[src/sv/dbnc_pkg.sv]
// ----------------------------------------------------------------------------
// dbnc_pkg
// shared constants and types of the multi-channel input debouncer
// ----------------------------------------------------------------------------
package dbnc_pkg;

  localparam int unsigned CHANNELS_DEF = 8;
  localparam int unsigned PINS         = 8;  // channels with a pin and a result slot
  localparam int unsigned CH_IDX_W     = 3;
  localparam int unsigned TIME_W       = 32;
  localparam int unsigned CFG_W        = 16;
  localparam int unsigned CFG_IDX_W    = 1;
  localparam int unsigned IN_TDATA_W   = 40;
  localparam int unsigned OUT_TDATA_W  = 16;

  localparam logic [CFG_IDX_W-1:0] REG_DEBOUNCE    = 1'd0;
  localparam logic [CFG_IDX_W-1:0] REG_READY_DELAY = 1'd1;

  localparam logic ACT_START  = 1'b0;
  localparam logic ACT_SAMPLE = 1'b1;

  localparam logic [CFG_W-1:0] DEBOUNCE_RST    = 16'd50;
  localparam logic [CFG_W-1:0] READY_DELAY_RST = 16'd1000;

  typedef struct packed {
    logic chg;      // confirmed change on this item
    logic lvl_nxt;  // debounced level after this item
  } lane_res_t;

endpackage

[src/sv/multi_channel_input_debouncer_core.sv]
// ----------------------------------------------------------------------------
// multi_channel_input_debouncer_core
// timestamp debouncer for up to eight reported input lines
//
//   port group   dir  contents
//   s_axis       in   tuser action, tdata now_ms [31:0], pin_levels [39:32]
//   m_axis       out  tuser changed, tdata channel/level/ready/levels, tlast
//   cfg          in   we, idx (0 debounce_ms, 1 ready_delay_ms), 16-bit data
//
// an item is evaluated by all lanes in the cycle it is accepted
// results leave one per cycle while m_axis accepts them: max(1, changed channels) words per item
// the result serializer sets the rate; a new item is taken while the last
// result of the previous one moves to the output register
// a stalled m_axis holds its word and back-pressures s_axis after one item
// reset clears all channel state, the boot stamp and the registers to defaults
// ----------------------------------------------------------------------------
module multi_channel_input_debouncer_core import dbnc_pkg::*; #(
  parameter int unsigned CHANNELS = CHANNELS_DEF
) (
  input  logic                   clk_i,
  input  logic                   rst_ni,
  input  logic                   s_axis_tvalid,
  output logic                   s_axis_tready,
  input  logic [IN_TDATA_W-1:0]  s_axis_tdata,  // now_ms, pin_levels
  input  logic                   s_axis_tuser,  // action
  output logic                   m_axis_tvalid,
  input  logic                   m_axis_tready,
  output logic [OUT_TDATA_W-1:0] m_axis_tdata,  // channel, level, ready_res, levels, zeros
  output logic                   m_axis_tuser,  // changed
  output logic                   m_axis_tlast,
  input  logic                   cfg_we_i,
  input  logic [CFG_IDX_W-1:0]   cfg_idx_i,
  input  logic [CFG_W-1:0]       cfg_data_i
);

  logic [CFG_W-1:0]  debounce_q, ready_delay_q;
  logic              boot_done_q;
  logic [TIME_W-1:0] boot_stamp_q;

  logic              accept, boot_ok, lane_en, ready_nxt;
  logic [TIME_W-1:0] now;
  logic [PINS-1:0]   pins, mask, levels;
  lane_res_t         lane_res [CHANNELS];

  assign now    = s_axis_tdata[TIME_W-1:0];
  assign pins   = s_axis_tdata[TIME_W +: PINS];
  assign accept = s_axis_tvalid && s_axis_tready;

  assign boot_ok   = boot_done_q
                     || ((now - boot_stamp_q) >= {{(TIME_W-CFG_W){1'b0}}, ready_delay_q});
  assign lane_en   = accept && (s_axis_tuser == ACT_SAMPLE) && boot_ok;
  assign ready_nxt = boot_done_q || ((s_axis_tuser == ACT_SAMPLE) && boot_ok);

  always_ff @(posedge clk_i or negedge rst_ni) begin
    if (!rst_ni) begin
      debounce_q    <= DEBOUNCE_RST;
      ready_delay_q <= READY_DELAY_RST;
      boot_done_q   <= 1'b0;
      boot_stamp_q  <= '0;
    end else begin
      if (cfg_we_i) begin
        case (cfg_idx_i)
          REG_DEBOUNCE:    debounce_q    <= cfg_data_i;
          REG_READY_DELAY: ready_delay_q <= cfg_data_i;
          default: ;
        endcase
      end
      if (accept && (s_axis_tuser == ACT_START)) begin
        boot_stamp_q <= now;
      end
      if (lane_en) begin
        boot_done_q <= 1'b1;
      end
    end
  end

  for (genvar i = 0; i < CHANNELS; i++) begin : g_lane
    logic raw;
    if (i < PINS) begin : g_pin
      assign raw = pins[i];
    end else begin : g_nopin
      assign raw = 1'b0;
    end
    dbnc_lane u_lane (
      .clk_i      (clk_i),
      .rst_ni     (rst_ni),
      .en_i       (lane_en),
      .raw_i      (raw),
      .now_i      (now),
      .debounce_i (debounce_q),
      .res_o      (lane_res[i])
    );
  end

  for (genvar i = 0; i < PINS; i++) begin : g_slot
    if (i < CHANNELS) begin : g_used
      assign mask[i]   = lane_res[i].chg;
      assign levels[i] = lane_res[i].lvl_nxt;
    end else begin : g_unused
      assign mask[i]   = 1'b0;
      assign levels[i] = 1'b0;
    end
  end

  dbnc_merge u_merge (
    .clk_i         (clk_i),
    .rst_ni        (rst_ni),
    .load_i        (accept),
    .mask_i        (mask),
    .levels_i      (levels),
    .ready_i       (ready_nxt),
    .free_o        (s_axis_tready),
    .m_axis_tvalid (m_axis_tvalid),
    .m_axis_tready (m_axis_tready),
    .m_axis_tdata  (m_axis_tdata),
    .m_axis_tuser  (m_axis_tuser),
    .m_axis_tlast  (m_axis_tlast)
  );

endmodule

[src/sv/dbnc_lane.sv]
// ----------------------------------------------------------------------------
// dbnc_lane
// one debounce channel: raw history, restart stamp and debounced level
// ----------------------------------------------------------------------------
module dbnc_lane import dbnc_pkg::*; (
  input  logic              clk_i,
  input  logic              rst_ni,
  input  logic              en_i,
  input  logic              raw_i,
  input  logic [TIME_W-1:0] now_i,
  input  logic [CFG_W-1:0]  debounce_i,
  output lane_res_t         res_o
);

  logic              stable_q, stable_d;
  logic              prev_q;
  logic [TIME_W-1:0] stamp_q, stamp_d;
  logic [TIME_W-1:0] elapsed;
  logic              chg;

  // a restart this item (raw differs from the previous raw) blocks a change through the raw_i == prev_q term
  assign elapsed  = now_i - stamp_q;
  assign chg      = en_i && (raw_i == prev_q) && (raw_i != stable_q)
                    && (elapsed > {{(TIME_W-CFG_W){1'b0}}, debounce_i});
  assign stable_d = chg ? raw_i : stable_q;
  assign stamp_d  = (raw_i != prev_q) ? now_i : stamp_q;

  assign res_o.chg     = chg;
  assign res_o.lvl_nxt = stable_d;

  always_ff @(posedge clk_i or negedge rst_ni) begin
    if (!rst_ni) begin
      stable_q <= 1'b0;
      prev_q   <= 1'b0;
      stamp_q  <= '0;
    end else if (en_i) begin
      stable_q <= stable_d;
      prev_q   <= raw_i;
      stamp_q  <= stamp_d;
    end
  end

endmodule

[src/sv/dbnc_merge.sv]
// ----------------------------------------------------------------------------
// dbnc_merge
// turns the lanes' change mask into one result word per changed channel, or one no-change word
// ----------------------------------------------------------------------------
module dbnc_merge import dbnc_pkg::*; (
  input  logic                   clk_i,
  input  logic                   rst_ni,
  input  logic                   load_i,
  input  logic [PINS-1:0]        mask_i,
  input  logic [PINS-1:0]        levels_i,
  input  logic                   ready_i,
  output logic                   free_o,
  output logic                   m_axis_tvalid,
  input  logic                   m_axis_tready,
  output logic [OUT_TDATA_W-1:0] m_axis_tdata,  // channel, level, ready_res, levels, zeros
  output logic                   m_axis_tuser,  // changed
  output logic                   m_axis_tlast
);

  logic                pend_vld_q;
  logic [PINS-1:0]     pend_mask_q;
  logic [PINS-1:0]     pend_lvl_q;
  logic                pend_rdy_q;
  logic                out_vld_q;
  logic [CH_IDX_W-1:0] out_ch_q;
  logic                out_chg_q, out_lvl_q, out_rdy_q, out_last_q;
  logic [PINS-1:0]     out_levels_q;

  logic                out_free, move, last;
  logic [CH_IDX_W-1:0] low_idx;
  logic [PINS-1:0]     rest;

  always_comb begin
    low_idx = '0;
    for (int i = PINS - 1; i >= 0; i--) begin
      if (pend_mask_q[i]) begin
        low_idx = CH_IDX_W'(i);
      end
    end
  end

  assign rest     = pend_mask_q & (pend_mask_q - PINS'(1));
  assign last     = (rest == '0);
  assign out_free = !out_vld_q || m_axis_tready;
  assign move     = pend_vld_q && out_free;
  assign free_o   = !pend_vld_q || (move && last);

  always_ff @(posedge clk_i or negedge rst_ni) begin
    if (!rst_ni) begin
      pend_vld_q <= 1'b0;
      out_vld_q  <= 1'b0;
    end else begin
      if (load_i) begin
        pend_vld_q <= 1'b1;
      end else if (move && last) begin
        pend_vld_q <= 1'b0;
      end
      if (move) begin
        out_vld_q <= 1'b1;
      end else if (m_axis_tready) begin
        out_vld_q <= 1'b0;
      end
    end
  end

  always_ff @(posedge clk_i) begin
    if (load_i) begin
      pend_mask_q <= mask_i;
      pend_lvl_q  <= levels_i;
      pend_rdy_q  <= ready_i;
    end else if (move) begin
      pend_mask_q <= rest;
    end
    if (move) begin
      out_chg_q    <= (pend_mask_q != '0);
      out_ch_q     <= low_idx;
      out_lvl_q    <= (pend_mask_q != '0) && pend_lvl_q[low_idx];
      out_rdy_q    <= pend_rdy_q;
      out_levels_q <= pend_lvl_q;
      out_last_q   <= last;
    end
  end

  assign m_axis_tvalid = out_vld_q;
  assign m_axis_tuser  = out_chg_q;
  assign m_axis_tlast  = out_last_q;
  assign m_axis_tdata  = {{(OUT_TDATA_W-PINS-CH_IDX_W-2){1'b0}},
                          out_levels_q, out_rdy_q, out_lvl_q, out_ch_q};

endmodule

[config.mk]
export PLATFORM = sky130hd
export DESIGN_NAME = multi_channel_input_debouncer_core
export DESIGN_NICKNAME = d
export VERILOG_FILES = /design/src/sv/dbnc_pkg.sv /design/src/sv/multi_channel_input_debouncer_core.sv /design/src/sv/dbnc_lane.sv /design/src/sv/dbnc_merge.sv
export SDC_FILE = /design/constraint.sdc
export NUM_CORES = 1
export LEC_CHECK = 0
export BUFFER_PORTS_ARGS = -buffer_cell sky130_fd_sc_hd__buf_4
export CORE_ASPECT_RATIO = 0.9
export CORE_MARGIN = 10
export CORE_UTILIZATION = 40
export CTS_CLUSTER_SIZE = 8
export DETAILED_ROUTE_END_ITERATION = 10
export GPL_TIMING_DRIVEN = 0
export HOLD_SLACK_MARGIN = 0.05
export PLACE_DENSITY = 0.61
export SYNTH_ARGS = -nofsm -noshare
export SYNTH_HDL_FRONTEND = slang
export SYNTH_SLANG_ARGS = --single-unit
[constraint.sdc]
create_clock -name clk_i -period 14.42 [get_ports clk_i]
set_clock_uncertainty 0.2 [all_clocks]
set_input_delay 0 -clock clk_i [delete_from_list [all_inputs] [get_ports clk_i]]
set_output_delay 0 -clock clk_i [all_outputs]
set_load 0.02 [all_outputs]
==> summary.md <==
| Metric | Value |
|---|---|
| Status | `complete, no violations` |
| Most common cell in the netlist | `ha_1` |
| Post-Syn Instances | `3893` |
| Net switching power | `between 4000 and 5000 uW` |
| Iteration-0 DRC Markers | `2277` |
| Design Area, Final | `between 30000 and 40000 um^2` |
| Fin crit share | `47.1%` |
| Worst IR Drop VDD | `0.109 mV` |
| CTS tree | `built` |
| Initial antenna violation count | `4` |
| Vias/cell | `5.67` |
| Post-Syn Area | `~35000 um^2` |
| Leakage | `0.0181 uW` |
| Register area share after synthesis | `27.4%` |
| Critical path required time | `14.58 ns` |
| Reg2reg path depth | `20` |
| Final setup violation count | `0` |
| CTS sink count | `approximately 370` |
| Max Clk Rate | `0.147 GHz` |
| I/O pins | `83` |
| Via Count | `approximately 30000` |
| Deepest clock path buffer count | `3` |
| Pin count of the biggest net entering global routing | `between 90 and 100` |
| WHS Path Cells | `4` |
| Critical Path Sink Type | `flop` |
| Reg power frac | `19.9%` |
| RSZ-0062 raised after global routing | `false` |
| Die Width | `330 um` |
| YS warnings | `0` |
| Hpwl dp | `73.0 mm` |
| Vias in the first global route | `28500` |
| Post-synth ARST share | `91.4%` |
| CTS Root Cell | `clkbuf_16` |
| Row cnt | `just over 100` |
| Final hold viol count | `0` |
| Worst-Skew Late Latency | `0.63 ns` |
| Worst Setup Slack, final | `7.62 ns` |
| Worst r2r src | `g_lane[5].u_lane.stamp_q[0]$_DFFE_PN0P_` |
| Yosys top cell by area | `dfrtp_1` |
| Clock Power Share | `13.7%` |
| Hold Path End | `g_lane[2].u_lane.stable_q$_DFFE_PN0P_` |
| Setup Crit Path Kind | `input pin to flop` |
| Core box area | `85900 um^2` |
| 1st-pass router iterations | `5` |
| Share of cells above drive strength 1 | `13.0%` |
| Total Routing Usage GR | `about a fifth` |
| Initial core utilization | `40.2%` |
| Combinational share of power | `66.4%` |
| Post-DR wirelength/cell | `about 20 um` |
| Final #Nets | `4652` |
| Critical path startpoint category | `input pin` |
| Commonest cells in the netlist | `423 x ha_1, 388 x inv_1, 330 x dfrtp_1` |
| Synth cell types | `93` |
| Area contributors post-synth | `dfrtp_1 24%, ha_1 15%, mux2_2 9.9%` |
| Num CTS Buffers | `54` |
| Sw frac | `45.4%` |
| Detail Route Antenna Nets | `0` |
| Power Dens Cells | `223 nW/um^2` |
| Total gr overflow | `0` |
| Worst hold start | `s_axis_tdata[34]` |
| Reg2Reg Setup Slack | `8.08 ns` |
| WL final | `105 mm` |
| WP data arrival | `roughly 7 ns` |
| Cts repair resizes | `0` |
| First-pass GRT wire length | `approximately 170 mm` |
| Top cell type's share of synthesized area | `23.9%` |
| Max cap viols | `0` |
| Syn Area/Cell | `roughly 8.9 um^2` |
| Worst min path class | `input pin to flop` |
| Area delta synth->final | `14.2%` |
| Clk pin slew, worst setup/hold paths | `0.05 ns` |
| Placed cell areas | `roughly 37000 um^2` |
| Min Tclk post-route | `about 6.8 ns` |
| Setup TNS | `0 ns` |
| Slew @ Worst Pin | `1.38 ns` |
| Flops & latches, synth | `between 300 and 400` |
| Slew Limit Fails | `0` |
| DRC | `0` |
| PortBufs | `78` |
| Die height | `299 um` |
| Setup slack at placement | `about 7.5 ns` |
| R2R Path End | `u_merge.pend_lvl_q[5]$_DFFE_PP_` |
| Internal | `4810 uW` |
| H-tree levels | `2` |
| Worst-path fanout max | `10` |
| Slew HR | `7.73%` |
| GP Congestion | `just under 0.9` |
| Top FF cell, synth | `dfrtp_1` |
| Die area | `98600 um^2` |
| Fill count | `about 8400` |
| Post-synth EDFFs | `32` |
power by group through the flow:
stage / logic [uW] / clock network (uW) / registers, uW
2_1_floorplan: 4540 / 0 / 1710
3_3_place_gp: 5660 / 0 / 1750
3_5_place_dp: 5720 / 0 / 1770
4_1_cts: 5800 / 1240 / 1750
5_1_grt: 6620 / 1280 / 1810
6_report: 5850 / 1200 / 1750
routing by layer:
| metal | vias up | routed length, um | global-route usage, % |
|---|---|---|---|
| li1 | 14800 | - | - |
| met1 | 14500 | 50400 | 30.5 |
| met2 | 781 | 44800 | 31.8 |
| met3 | 139 | 7060 | 3.20 |
| met4 | 2 | 2670 | 5.36 |
| met5 | - | 13 | 0 |
worst max-delay path, stage by stage:
cell,delay [ns]
dlygate4sd3_1,0.54
buf_4,0.21
inv_1,0.54
ha_1,0.30
inv_1,0.06
fa_1,0.42
a211o_1,0.32
a2111oi_1,0.56
o32ai_1,0.26
a211oi_1,0.50
o21ai_0,0.27
xnor2_1,0.19
ha_1,0.31
nand4_1,0.12
or2_2,0.32
nor2_1,0.13
nand2_1,0.09
a2111oi_0,0.48
o211ai_1,0.19
nor4_1,0.50
nand3_1,0.13
nor4_1,0.35
o21ai_0,0.17
kinds of logic (layout without fill, tap and decap cells):
kind of cell	after synthesis	after routing	share of synthesized area, %
AOI/OAI and AO/OA	1123	1123	21.3
and+or+nand+nor	927	927	13.5
buffers and inverters	509	797	6.06
adders and majority gates	433	433	15.9
DFF	371	371	27.4
muxes	347	347	11.2
xor gates and xnor gates	182	182	4.61
other	1	4	0.0109
placed cells by master (no fill, tap or decap), types with 23 or more instances in the layout:
cell and n:
a211oi_1 51, a21o_1 165, a21oi_1 319, a31oi_1 42, and2_1 23, and3_1 29, buf_4 94, clkbuf_1 98
clkbuf_16 55, dfrtp_1 330, dlygate4sd3_1 124, edfxtp_1 32, ha_1 423, inv_1 388, mux2_2 304, mux2i_1 34
nand2_1 257, nand2b_1 57, nand3_1 82, nand4_1 81, nor2_1 182, nor2b_1 35, nor3_1 51, nor4_1 23
o211ai_1 39, o21a_1 61, o21ai_0 198, o21bai_1 34, or3_1 29, xnor2_1 106, xor2_1 76
registers in the layout, summed over array words and instances, names as in the netlist, 16 cells and up:
name / cells
debounce_q: 16
boot_stamp_q: 32
g_lane.u_lane.stamp_q: 256
ready_delay_q: 16
stage by stage:
stage | power, uW | cells | hold WS [ns] | util (%)
floorplan | 6250 | 3895 | -0.496 | -
global placement | 7400 | 5117 | 0.0107 | 42.6
detailed placement | 7490 | 5120 | -0.138 | 42.7
CTS | 8790 | 5327 | 0.0705 | 46.0
global route | 9710 | 5327 | 0.0976 | 46.0
finish | 8810 | 5328 | 0.105 | 46.0
worst max path at each step:
stage	depth (start not counted)	startpoint	slack, ns	endpoint
floorplan	20	g_lane[5].u_lane.stamp_q[0]$_DFFE_PN0P_	9.31	u_merge.pend_lvl_q[5]$_DFFE_PP_
global placement	22	s_axis_tdata[0]	7.65	u_merge.pend_lvl_q[5]$_DFFE_PP_
detailed placement	22	s_axis_tdata[0]	7.51	u_merge.pend_lvl_q[5]$_DFFE_PP_
CTS	23	s_axis_tdata[0]	7.66	u_merge.pend_lvl_q[5]$_DFFE_PP_
global route	23	s_axis_tdata[0]	7.29	u_merge.pend_lvl_q[5]$_DFFE_PP_
finish	23	s_axis_tdata[0]	7.62	u_merge.pend_lvl_q[5]$_DFFE_PP_
area by class of cell:
class	instances	area [um^2]	area share, %
Buffer	119	632	1.60
Clock buffer	77	1490	3.77
Tap cell	1144	1430	3.63
Sequential cell	371	9460	24.0
Clock inverter	5	47.5	0.120
Inverter	390	1460	3.71
Timing Repair Buffer	206	1940	4.93
Antenna cell	1	2.50	0.00634
Multi-Input combinational cell	3015	23000	58.3
what timing repair did:
| action | 4_1_cts | 5_1_grt |
|---|---|---|
| hold buffers | 125 | 0 |
| setup buffers | 0 | 0 |
| hold endpoints to repair | 532 | 0 |
(Power assumes the default switching activity.)
